==> src/rtl/pwc_pkg.sv <==
// shared constants and op codes for the pixel write combiner
`default_nettype none
package pwc_pkg;

  // field widths
  localparam int ADDR_W = 24;
  localparam int BYTE_W = 8;
  localparam int CFG_W  = 6;

  // default data bytes one burst buffer can hold
  localparam int DEF_MAX_BURST = 32;

  // burst limit after reset
  localparam logic [CFG_W-1:0] RESET_LIMIT = 6'd24;

  // serial memory write command
  localparam logic [BYTE_W-1:0] WRITE_CMD = 8'h02;

  // item op codes
  localparam logic OP_WRITE = 1'b0;
  localparam logic OP_FLUSH = 1'b1;

endpackage
`default_nettype wire

==> src/rtl/pixel_write_combiner.sv <==
// top level of the pixel write combiner
//
// Combines single byte writes to a serial memory into bursts.
// Input channel (in_valid/in_stall): op, address, colour. op write appends
// colour to the open burst when address continues it; otherwise, or when
// the burst has reached burst_limit (zero as one, at most MAX_BURST) bytes,
// the open burst is flushed first. op flush sends the open burst, if any.
// Output channel (out_valid/out_stall): one spi_byte per item: command 0x02,
// three address bytes msb first, then data; burst_end marks the last byte.
// Config: cfg_write loads cfg_data into burst_limit (reset 24); write it
// only while the block is idle.
// Throughput: a write that extends the burst is taken without a stall. The
// sequencer sends header bytes at one per cycle unless out_stall holds it;
// each data byte waits on the registered read of the burst buffer memory.
// A flushed burst goes through the queue, then the idle and header states.
// The front may fill one buffer while the other drains; an item that needs
// a flush stalls while the previous burst is still being sent.
// Out_stall holds the output register and the sequencer; reset empties the
// queue, drops any open burst and restores the default limit.
`default_nettype none
module pixel_write_combiner #(
  parameter int MAX_BURST = pwc_pkg::DEF_MAX_BURST
) (
  input  wire logic                       clk,
  input  wire logic                       rst,
  input  wire logic                       cfg_write,
  input  wire logic [pwc_pkg::CFG_W-1:0]  cfg_data,
  input  wire logic                       in_valid,
  output logic                            in_stall,
  input  wire logic                       op,
  input  wire logic [pwc_pkg::ADDR_W-1:0] address,
  input  wire logic [pwc_pkg::BYTE_W-1:0] colour,
  output logic                            out_valid,
  input  wire logic                       out_stall,
  output logic [pwc_pkg::BYTE_W-1:0]      spi_byte,
  output logic                            burst_end
);
  import pwc_pkg::*;

  localparam int CW = $clog2(MAX_BURST + 1);
  localparam int IW = $clog2(MAX_BURST);
  localparam int DW = 1 + ADDR_W + CW;

  logic              back_busy;
  logic              push;
  logic              desc_bank;
  logic [ADDR_W-1:0] desc_start;
  logic [CW-1:0]     desc_count;
  logic              mem_we;
  logic [IW:0]       mem_addr;
  logic [BYTE_W-1:0] mem_data;
  logic              q_pop;
  logic              q_valid;
  logic [DW-1:0]     q_data;

  // front end
  pwc_front #(
    .MAX_BURST (MAX_BURST),
    .CW        (CW),
    .IW        (IW)
  ) u_front (
    .clk        (clk),
    .rst        (rst),
    .cfg_write  (cfg_write),
    .cfg_data   (cfg_data),
    .in_valid   (in_valid),
    .in_stall   (in_stall),
    .op         (op),
    .address    (address),
    .colour     (colour),
    .back_busy  (back_busy),
    .push       (push),
    .desc_bank  (desc_bank),
    .desc_start (desc_start),
    .desc_count (desc_count),
    .mem_we     (mem_we),
    .mem_addr   (mem_addr),
    .mem_data   (mem_data)
  );

  // descriptor queue
  pwc_queue #(
    .DW (DW)
  ) u_queue (
    .clk       (clk),
    .rst       (rst),
    .push      (push),
    .push_data ({desc_bank, desc_start, desc_count}),
    .pop       (q_pop),
    .not_empty (q_valid),
    .pop_data  (q_data)
  );

  // back end
  pwc_back #(
    .MAX_BURST (MAX_BURST),
    .CW        (CW),
    .IW        (IW)
  ) u_back (
    .clk       (clk),
    .rst       (rst),
    .q_valid   (q_valid),
    .q_bank    (q_data[DW-1]),
    .q_start   (q_data[DW-2:CW]),
    .q_count   (q_data[CW-1:0]),
    .q_pop     (q_pop),
    .busy      (back_busy),
    .mem_we    (mem_we),
    .mem_addr  (mem_addr),
    .mem_data  (mem_data),
    .out_valid (out_valid),
    .out_stall (out_stall),
    .spi_byte  (spi_byte),
    .burst_end (burst_end)
  );

endmodule
`default_nettype wire

==> src/rtl/pwc_front.sv <==
// front end: accepts items, tracks the open burst and decides when to flush
`default_nettype none
module pwc_front #(
  parameter int MAX_BURST = pwc_pkg::DEF_MAX_BURST,
  parameter int CW        = $clog2(MAX_BURST + 1),
  parameter int IW        = $clog2(MAX_BURST)
) (
  input  wire logic                      clk,
  input  wire logic                      rst,
  input  wire logic                      cfg_write,
  input  wire logic [pwc_pkg::CFG_W-1:0] cfg_data,
  input  wire logic                      in_valid,
  output logic                           in_stall,
  input  wire logic                      op,
  input  wire logic [pwc_pkg::ADDR_W-1:0] address,
  input  wire logic [pwc_pkg::BYTE_W-1:0] colour,
  input  wire logic                      back_busy,
  output logic                           push,
  output logic                           desc_bank,
  output logic [pwc_pkg::ADDR_W-1:0]     desc_start,
  output logic [CW-1:0]                  desc_count,
  output logic                           mem_we,
  output logic [IW:0]                    mem_addr,
  output logic [pwc_pkg::BYTE_W-1:0]     mem_data
);
  import pwc_pkg::*;

  localparam int CMPW = (CW > CFG_W) ? CW : CFG_W;

  logic                 bank;
  logic [ADDR_W-1:0]    burst_start;
  logic [CW-1:0]        burst_count;
  logic [CFG_W-1:0]     burst_limit;

  logic [CMPW-1:0]      lim_ext;
  logic [CMPW-1:0]      eff_limit;
  logic [CMPW-1:0]      cnt_ext;
  logic                 contiguous;
  logic                 needs_flush;
  logic                 accept;
  logic [CW-1:0]        base;
  logic                 wbank;

  // effective limit: zero acts as one, clamp to buffer size
  always_comb begin
    lim_ext = CMPW'(burst_limit);
    cnt_ext = CMPW'(burst_count);
    if (lim_ext == '0) begin
      eff_limit = CMPW'(1);
    end else if (lim_ext > CMPW'(MAX_BURST)) begin
      eff_limit = CMPW'(MAX_BURST);
    end else begin
      eff_limit = lim_ext;
    end
  end

  // classify the item against the open burst
  assign contiguous  = ((burst_start + ADDR_W'(burst_count)) == address);
  assign needs_flush = (burst_count != '0) &&
                       ((op == OP_FLUSH) || !contiguous || (cnt_ext >= eff_limit));
  assign in_stall    = needs_flush && back_busy;
  assign accept      = in_valid && !in_stall;
  assign push        = accept && needs_flush;

  // where the byte lands: a flush switches to the other buffer
  assign base  = needs_flush ? '0 : burst_count;
  assign wbank = needs_flush ? ~bank : bank;

  assign mem_we   = accept && (op == OP_WRITE);
  assign mem_addr = {wbank, base[IW-1:0]};
  assign mem_data = colour;

  assign desc_bank  = bank;
  assign desc_start = burst_start;
  assign desc_count = burst_count;

  // open burst state and limit register
  always_ff @(posedge clk) begin
    if (rst) begin
      bank        <= 1'b0;
      burst_start <= '0;
      burst_count <= '0;
      burst_limit <= RESET_LIMIT;
    end else begin
      if (cfg_write) begin
        burst_limit <= cfg_data;
      end
      if (accept) begin
        bank <= wbank;
        if (op == OP_WRITE) begin
          if (base == '0) begin
            burst_start <= address;
          end
          burst_count <= base + CW'(1);
        end else begin
          burst_count <= '0;
        end
      end
    end
  end

endmodule
`default_nettype wire

==> src/rtl/pwc_queue.sv <==
// two-entry burst descriptor queue between front and back
`default_nettype none
module pwc_queue #(
  parameter int DW = 32
) (
  input  wire logic          clk,
  input  wire logic          rst,
  input  wire logic          push,
  input  wire logic [DW-1:0] push_data,
  input  wire logic          pop,
  output logic               not_empty,
  output logic [DW-1:0]      pop_data
);
  import pwc_pkg::*;

  logic [DW-1:0] entry [2];
  logic          wr_ptr;
  logic          rd_ptr;
  logic [1:0]    fill;
  logic          do_push;
  logic          do_pop;

  assign not_empty = (fill != 2'd0);
  assign pop_data  = entry[rd_ptr];
  assign do_push   = push && (fill != 2'd2);
  assign do_pop    = pop && not_empty;

  // storage
  always_ff @(posedge clk) begin
    if (do_push) begin
      entry[wr_ptr] <= push_data;
    end
  end

  // pointers and fill level
  always_ff @(posedge clk) begin
    if (rst) begin
      wr_ptr <= 1'b0;
      rd_ptr <= 1'b0;
      fill   <= 2'd0;
    end else begin
      if (do_push) begin
        wr_ptr <= ~wr_ptr;
      end
      if (do_pop) begin
        rd_ptr <= ~rd_ptr;
      end
      fill <= fill + 2'(do_push) - 2'(do_pop);
    end
  end

endmodule
`default_nettype wire

==> src/rtl/pwc_back.sv <==
// back end: burst buffers and the byte sequencer that sends each burst out
`default_nettype none
module pwc_back #(
  parameter int MAX_BURST = pwc_pkg::DEF_MAX_BURST,
  parameter int CW        = $clog2(MAX_BURST + 1),
  parameter int IW        = $clog2(MAX_BURST)
) (
  input  wire logic                       clk,
  input  wire logic                       rst,
  input  wire logic                       q_valid,
  input  wire logic                       q_bank,
  input  wire logic [pwc_pkg::ADDR_W-1:0] q_start,
  input  wire logic [CW-1:0]              q_count,
  output logic                            q_pop,
  output logic                            busy,
  input  wire logic                       mem_we,
  input  wire logic [IW:0]                mem_addr,
  input  wire logic [pwc_pkg::BYTE_W-1:0] mem_data,
  output logic                            out_valid,
  input  wire logic                       out_stall,
  output logic [pwc_pkg::BYTE_W-1:0]      spi_byte,
  output logic                            burst_end
);
  import pwc_pkg::*;

  localparam int BUF_DEPTH = 2 ** (IW + 1);

  typedef enum logic [1:0] {
    S_IDLE,
    S_HDR,
    S_RD,
    S_DAT
  } state_t;

  state_t            state;
  logic              d_bank;
  logic [ADDR_W-1:0] d_start;
  logic [CW-1:0]     d_count;
  logic [IW-1:0]     idx;
  logic [1:0]        hcnt;

  logic [BYTE_W-1:0] mem [BUF_DEPTH];
  logic [BYTE_W-1:0] mem_q;
  logic [IW:0]       rd_addr;

  logic              can_load;
  logic              last_data;
  logic [BYTE_W-1:0] hdr_byte;

  // two burst buffers, one written by the front while the other drains
  assign rd_addr = {d_bank, idx};

  always_ff @(posedge clk) begin
    if (mem_we) begin
      mem[mem_addr] <= mem_data;
    end
    mem_q <= mem[rd_addr];
  end

  assign busy      = q_valid || (state != S_IDLE);
  assign q_pop     = (state == S_IDLE) && q_valid;
  assign can_load  = !out_valid || !out_stall;
  assign last_data = (CW'(idx) == (d_count - CW'(1)));

  // header byte select: command, then address msb first
  always_comb begin
    unique case (hcnt)
      2'd0:    hdr_byte = WRITE_CMD;
      2'd1:    hdr_byte = d_start[23:16];
      2'd2:    hdr_byte = d_start[15:8];
      default: hdr_byte = d_start[7:0];
    endcase
  end

  // sequencer and output register
  always_ff @(posedge clk) begin
    if (rst) begin
      state     <= S_IDLE;
      out_valid <= 1'b0;
      d_bank    <= 1'b0;
      d_start   <= '0;
      d_count   <= '0;
      idx       <= '0;
      hcnt      <= 2'd0;
    end else begin
      if (out_valid && !out_stall) begin
        out_valid <= 1'b0;
      end
      unique case (state)
        S_IDLE: begin
          if (q_valid) begin
            d_bank  <= q_bank;
            d_start <= q_start;
            d_count <= q_count;
            idx     <= '0;
            hcnt    <= 2'd0;
            state   <= S_HDR;
          end
        end
        S_HDR: begin
          if (can_load) begin
            out_valid <= 1'b1;
            spi_byte  <= hdr_byte;
            burst_end <= 1'b0;
            hcnt      <= hcnt + 2'd1;
            if (hcnt == 2'd3) begin
              state <= S_DAT;
            end
          end
        end
        S_RD: begin
          state <= S_DAT;
        end
        S_DAT: begin
          if (can_load) begin
            out_valid <= 1'b1;
            spi_byte  <= mem_q;
            burst_end <= last_data;
            if (last_data) begin
              state <= S_IDLE;
            end else begin
              idx   <= idx + IW'(1);
              state <= S_RD;
            end
          end
        end
        default: state <= S_IDLE;
      endcase
    end
  end

endmodule
`default_nettype wire

==> config.mk <==
export PLATFORM = sky130hd
export DESIGN_NAME = pixel_write_combiner
export DESIGN_NICKNAME = d
export VERILOG_FILES = /design/src/rtl/pwc_pkg.sv /design/src/rtl/pixel_write_combiner.sv /design/src/rtl/pwc_front.sv /design/src/rtl/pwc_queue.sv /design/src/rtl/pwc_back.sv
export SDC_FILE = /design/constraint.sdc
export NUM_CORES = 1
export LEC_CHECK = 0
export ABC_AREA = 1
export BUFFER_PORTS_ARGS = -buffer_cell sky130_fd_sc_hd__buf_2
export CAP_MARGIN = 20
export CORE_MARGIN = 1
export CORE_UTILIZATION = 40
export CTS_CLUSTER_DIAMETER = 120
export DETAILED_ROUTE_END_ITERATION = 8
export SLEW_MARGIN = 40
export SYNTH_ARGS = -nofsm -noshare
export SYNTH_HDL_FRONTEND = slang
export SYNTH_SLANG_ARGS = --single-unit
==> constraint.sdc <==
create_clock -name clk -period 4.6 [get_ports clk]
set_clock_uncertainty 0.15 [all_clocks]
set_input_delay 1.38 -clock clk [delete_from_list [all_inputs] [get_ports clk]]
set_output_delay 1.38 -clock clk [all_outputs]
set_load 0.005 [all_outputs]
# Word level (Yosys, flattened, before mapping)
# Memories as Yosys holds them, arrays and structs flattened. A register that Yosys moved wholly into a read port is not among the register bits.
# Index checks and enable logic that the tools add are counted.
# word_totals
n_memories	2
output_inout_bits	11
latchBits	0
ramBits	574
wordCells	109
ff_bits	60
mem_bits_ro	0
# op_classes
reduce_logical	34
addsub	7
n_mux	32
mul	0
n_shift	0
eq_ne	14
n_lt_le_gt_ge	2
bitwise	5
div	0
# mem_list
memory	words	word_bits	rd	rd_ports_with_merged_regs	write_ports	line	rtl
u_back.mem	64	8	1	1	1	pwc_back.sv:42	logic [BYTE_W-1:0] mem [BUF_DEPTH];
u_queue.entry	2	31	1	1	1	pwc_queue.sv:16	logic [DW-1:0] entry [2];
# op_table
operator	n
$add A24 B6 Y24	1
$eq A24 B24 Y1	1
$mux W6	4
$pmux W8 S3	1
$mux W8	2
$pmux W8 S2	1
$mux W5	3
$mux W2	7
$logic_not A6 Y1	2
$reduce_and A4 Y1	3
$mux W1	10
$pmux W5 S2	1
$reduce_bool A2 Y1	5
$logic_and A1 B1 Y1	9
$eq A2 B2 Y1 const B	4
$ne A2 B1 Y1 const B	4
$pmux W2 S4	1
$add A6 B1 Y6 const B	1
$eq A5 B6 Y1	1
$ge A6 B6 Y1	1
$gt A6 B6 Y1 const B	1
$reduce_and A3 Y1	2
$reduce_bool A6 Y1	1
$sub A6 B1 Y6 const B	1
other kinds (14)	27

# Depth between registers and ports, before layout
# logic_depth
ltp_word	13
mapped_depth	27

# By module
# A second synthesis with hierarchy kept.
# hier_totals
hier_cells	2767
hier_area_um2	29303.1
# by_module_without_submodules
mod	area_per_inst_um2	cells_each	instances
pwc_back	23363.7	2084	1
pwc_front	3449.6	551	1
pwc_queue	2489.9	132	1

# Least setup slack after synthesis
# OpenSTA, ideal clock, no wires.
# synth_timing
path_kind	input to register
from	input port op
to	memory u_queue.entry[1][0] (netlist name) (enable)
t_arrival_ns	4.161
required_time_ns	4.030
path_buffers	0
setup_ns	0.420
path_slack_ns	-0.132
cell_stages	17
path_cell_list	inv_1 > nand2_1 > nor2_1 > nand3_1 > nor2_1 > nand3_1 > nor2_1 > nand2_1 > nor2_1 > nand2_1 > nor2_2 > nand2_4 > nand3_2 > nand2_1 > inv_1 > nand2_1 > nor2_1
# synth_between
elab_chain_cells	10
# synth_lines
item	line	rtl
from (decl)	pixel_write_combiner.sv:30	input wire logic op,
$logic_or A1 B1 Y1 * (2 in a row)	pwc_front.sv:60	((op == OP_FLUSH) || !contiguous || (cnt_ext >= eff_limit));
$logic_and A1 B1 Y1 *	pwc_front.sv:59	assign needs_flush = (burst_count != '0) &&
$logic_and A1 B1 Y1	pwc_front.sv:61	assign in_stall = needs_flush && back_busy;
$logic_not A1 Y1	pwc_front.sv:62	assign accept = in_valid && !in_stall;
$logic_and A1 B1 Y1	pwc_front.sv:62	
$logic_and A1 B1 Y1 *	pwc_front.sv:63	assign push = accept && needs_flush;
$logic_and A1 B1 Y1 *	pwc_queue.sv:25	assign do_push = push && (fill != 2'd2);
$mux W1 *	pwc_queue.sv:30	if (do_push) begin
$mux W1 (implied by the code) *	pwc_queue.sv:31	entry[wr_ptr] <= push_data;
to (decl)	pwc_queue.sv:16	
# Every way passes the cells marked *; elsewhere a longest branch is shown, timed or not.

# Worst setup path after layout
# layout_timing
from	register u_front.burst_start[0] (netlist: u_front.desc_start[0])
to	output port in_stall
# layout_between
elab_chain_cells	7
# layout_lines
item	line	rtl
from (decl)	pwc_front.sv:31	logic [ADDR_W-1:0] burst_start;
from (signal assigned)	pwc_front.sv:92	burst_start <= address;
$add A24 B6 Y24	pwc_front.sv:58	assign contiguous = ((burst_start + ADDR_W'(burst_count)) == address);
$eq A24 B24 Y1	pwc_front.sv:58	
$logic_not A1 Y1	pwc_front.sv:60	
$logic_or A1 B1 Y1 (2 in a row)	pwc_front.sv:60	
$logic_and A1 B1 Y1	pwc_front.sv:59	
$logic_and A1 B1 Y1	pwc_front.sv:61	
to (decl)	pixel_write_combiner.sv:29	output logic in_stall,
# Every way passes these cells.

==> metrics <==
Hold Crit Class=flip-flop to flip-flop; Clk pin slew, worst setup/hold paths=0.06 ns; #FFs+latches synth=673; Unique masters post-synth=45; M1 WL=31.5 mm; core area=0.0689 mm^2; port bufs=54; met3 WL=5.28 mm; Final Cell Area=0.0322 mm^2; Area contributors post-synth=edfxtp_1 (62%), dfxtp_1 (6.4%), o21ai_0 (5.4%); Layout area overhead=14.9%; Initial Util=40.7%; Post-Syn Nets=2499; EDFF count, synth=583; Chip Width=267 um; Total Routing Usage GR=20.2%; Pwr Density=487 mW/mm^2; R2R setup slack=0.72 ns; Total Wirelength=72.3 mm; vias in the first global route=18363; Total Power=15.7 mW; CTS Buf Count=70; drc violations=0; Period minus WS final=4.45 ns; arrival time worst endpoint=2.92 ns; WS Path Type=flip-flop to output port; Ys Warns=0; area post-placement=0.0298 mm^2; sequential share of the synthesized area=68.8%; switching share of power=29.5%; clock power share=35.8%; MaxCap Viol Count=0; first-pass GRT wire length=110 mm; highest metal used=met4; total grt overflow=0; routed vias=19326; WL per Instance=20.6 um; initial antenna violation count=0; Worst-Skew Late Latency=0.63 ns; Detail Placement HPWL=43.1 mm; top cell type's share of synthesized area=62.4%; Nets=2591; Worst slew margin=43.2%; layout cell share with drive strength beyond 1=13.5%; DRT iter0 DRCs=1810; Comb pwr share=18.6%; Fin. Hold Viols=0; peak supply drop=0.293 mV; # clock sinks=673; reg2reg path depth=20; num rows=96; die footprint=0.0712 mm^2; Reg power frac=45.6%; P_leak=11.2 nW; ant diodes=0; # setup viols final=0; chip height=267 um; fin. max-slew vios=0; outcome=complete, no violations; Root Driver=clkbuf_16; WHS Path Cells=1; CP required=3.07 ns; I/O Pins=55; Most used DFF post-synth=edfxtp_1; Synth Area per Inst=11.6 um^2; Pint=11.1 mW; crit share post-route=96.7%; CP max FO=4; Synth area leader=edfxtp_1; routed wl met2=33.7 mm; largest net degree at the start of global routing=177; Max Freq=225 MHz; Vias/cell=5.51; top post-synthesis cells by count=edfxtp_1 (583), nor2_1 (390), o21ai_0 (305), nand2_1 (299), clkbuf_1 (125); CTS tree=yes; Cells after Synth=2428; mapped cell area=0.0281 mm^2; cts-stage hold buffer count=0; CTS max path bufs=3; crit end category=output port; Routed Antenna Nets=0; dominant cell by count in the synthesized netlist=edfxtp_1; Tightest Pin Transition=0.851 ns; Placer Congestion=0.867; Worst Setup Start Kind=flip-flop; Max H-tree Level=3; DR pass1 iterations=6; Async S/R FF share, synth=0%; NetSw=4.63 mW
-- what timing repair did --
item / CTS / global route
setup endpoints to repair: 1 / 1
resized for setup: 13 / 16
gates cloned: 0 / 1
buffers inserted: 1 / 3
pin swaps: 8 / 9
-- layout make-up --
cell class,count,area (um^2)
repair buffers,164,1180
flip-flops and latches,673,19300
fillers,6218,36700
multi-input cells,1509,7910
clock buffers,94,1850
clock inverters,34,420
inverters,102,393
well taps,931,1160
-- path summary, 6_finish.rpt --
path	start	to
worst min register to register	u_queue.fill[1]	u_queue.fill[1]
worst max-delay path	u_front.desc_start[0]	in_stall
worst min-delay path	u_queue.fill[1]	u_queue.fill[1]
worst max register to register	u_front.desc_start[0]	u_back.mem[46][5]
-- registers in the layout, summed over array words and instances (netlist names), 5 cells and up --
name,count
u_back.mem,512
u_queue.entry,62
u_front.desc_count,6
u_back.d_count,6
u_back.d_start,24
u_back.idx,5
u_front.desc_start,24
u_back.mem_q,8
u_back.spi_byte,8
u_front.burst_limit,6
-- metal layers --
layer / track usage (%) / up-vias
met5: 0 / -
met4: 6.55 / 0
met1: 27.8 / 9530
met3: 3.75 / 107
li1: - / 8977
met2: 32.2 / 712
-- through the flow --
stage	setup slack (ns)	instances	hold WS, ns	utilization [%]	TNS [ns]
6_report	0.154	3507	0.337	46.8	0
5_1_grt	-0.0191	3507	0.382	46.8	-0.0191
4_1_cts	0.0373	3503	0.342	46.6	0
3_5_place_dp	0.117	3374	0.327	43.2	0
3_3_place_gp	0.103	3374	0.303	43.2	0
2_1_floorplan	0.374	2428	0.294	-	0
-- worst max-delay path: stages, from the launching register on --
cell	delay, ns
dfxtp_4	0.36
ha_4	0.17
fa_2	0.54
nor2_1	0.05
nor2_1	0.07
nand3_1	0.08
nor2_1	0.13
nand3_1	0.08
nor2_1	0.12
nand2_1	0.06
nor2_1	0.11
nand2_1	0.09
nor2_4	0.12
nand2_4	0.07
nand3_4	0.07
inv_1	0.05
buf_2	0.12
-- power by group through the flow --
stage,sequential (mW),combinational (mW),clock [mW]
6_report,7.16,2.92,5.62
5_1_grt,7.18,3.22,5.95
4_1_cts,7.15,2.91,5.71
3_5_place_dp,7.27,2.88,0
3_3_place_gp,7.27,2.85,0
2_1_floorplan,7.17,1.94,0
-- cell usage in the layout (no fill, tap or decap), types with 30 or more instances in the layout --
| master | count |
|---|---|
| nand3_1 | 65 |
| nor2_1 | 386 |
| clkbuf_16 | 70 |
| inv_1 | 83 |
| xor2_1 | 30 |
| nand4_1 | 34 |
| a31oi_1 | 38 |
| buf_4 | 112 |
| dfxtp_1 | 83 |
| a21oi_1 | 46 |
| o22ai_1 | 81 |
| o221ai_1 | 47 |
| edfxtp_1 | 583 |
| buf_2 | 46 |
| o21ai_0 | 304 |
| nand2_1 | 296 |
-- cells by family after synthesis --
family | Yosys count | synth area share (%)
adder cells (fa/ha/maj) | 27 | 1.23
XOR/XNOR | 38 | 1.19
buffers and inverters | 247 | 3.50
AO/OA/AOI/OAI | 579 | 12.2
AND/OR/NAND/NOR | 864 | 13.1
flip-flops | 673 | 68.8
Note: power is estimated with default switching activity, not from simulation.
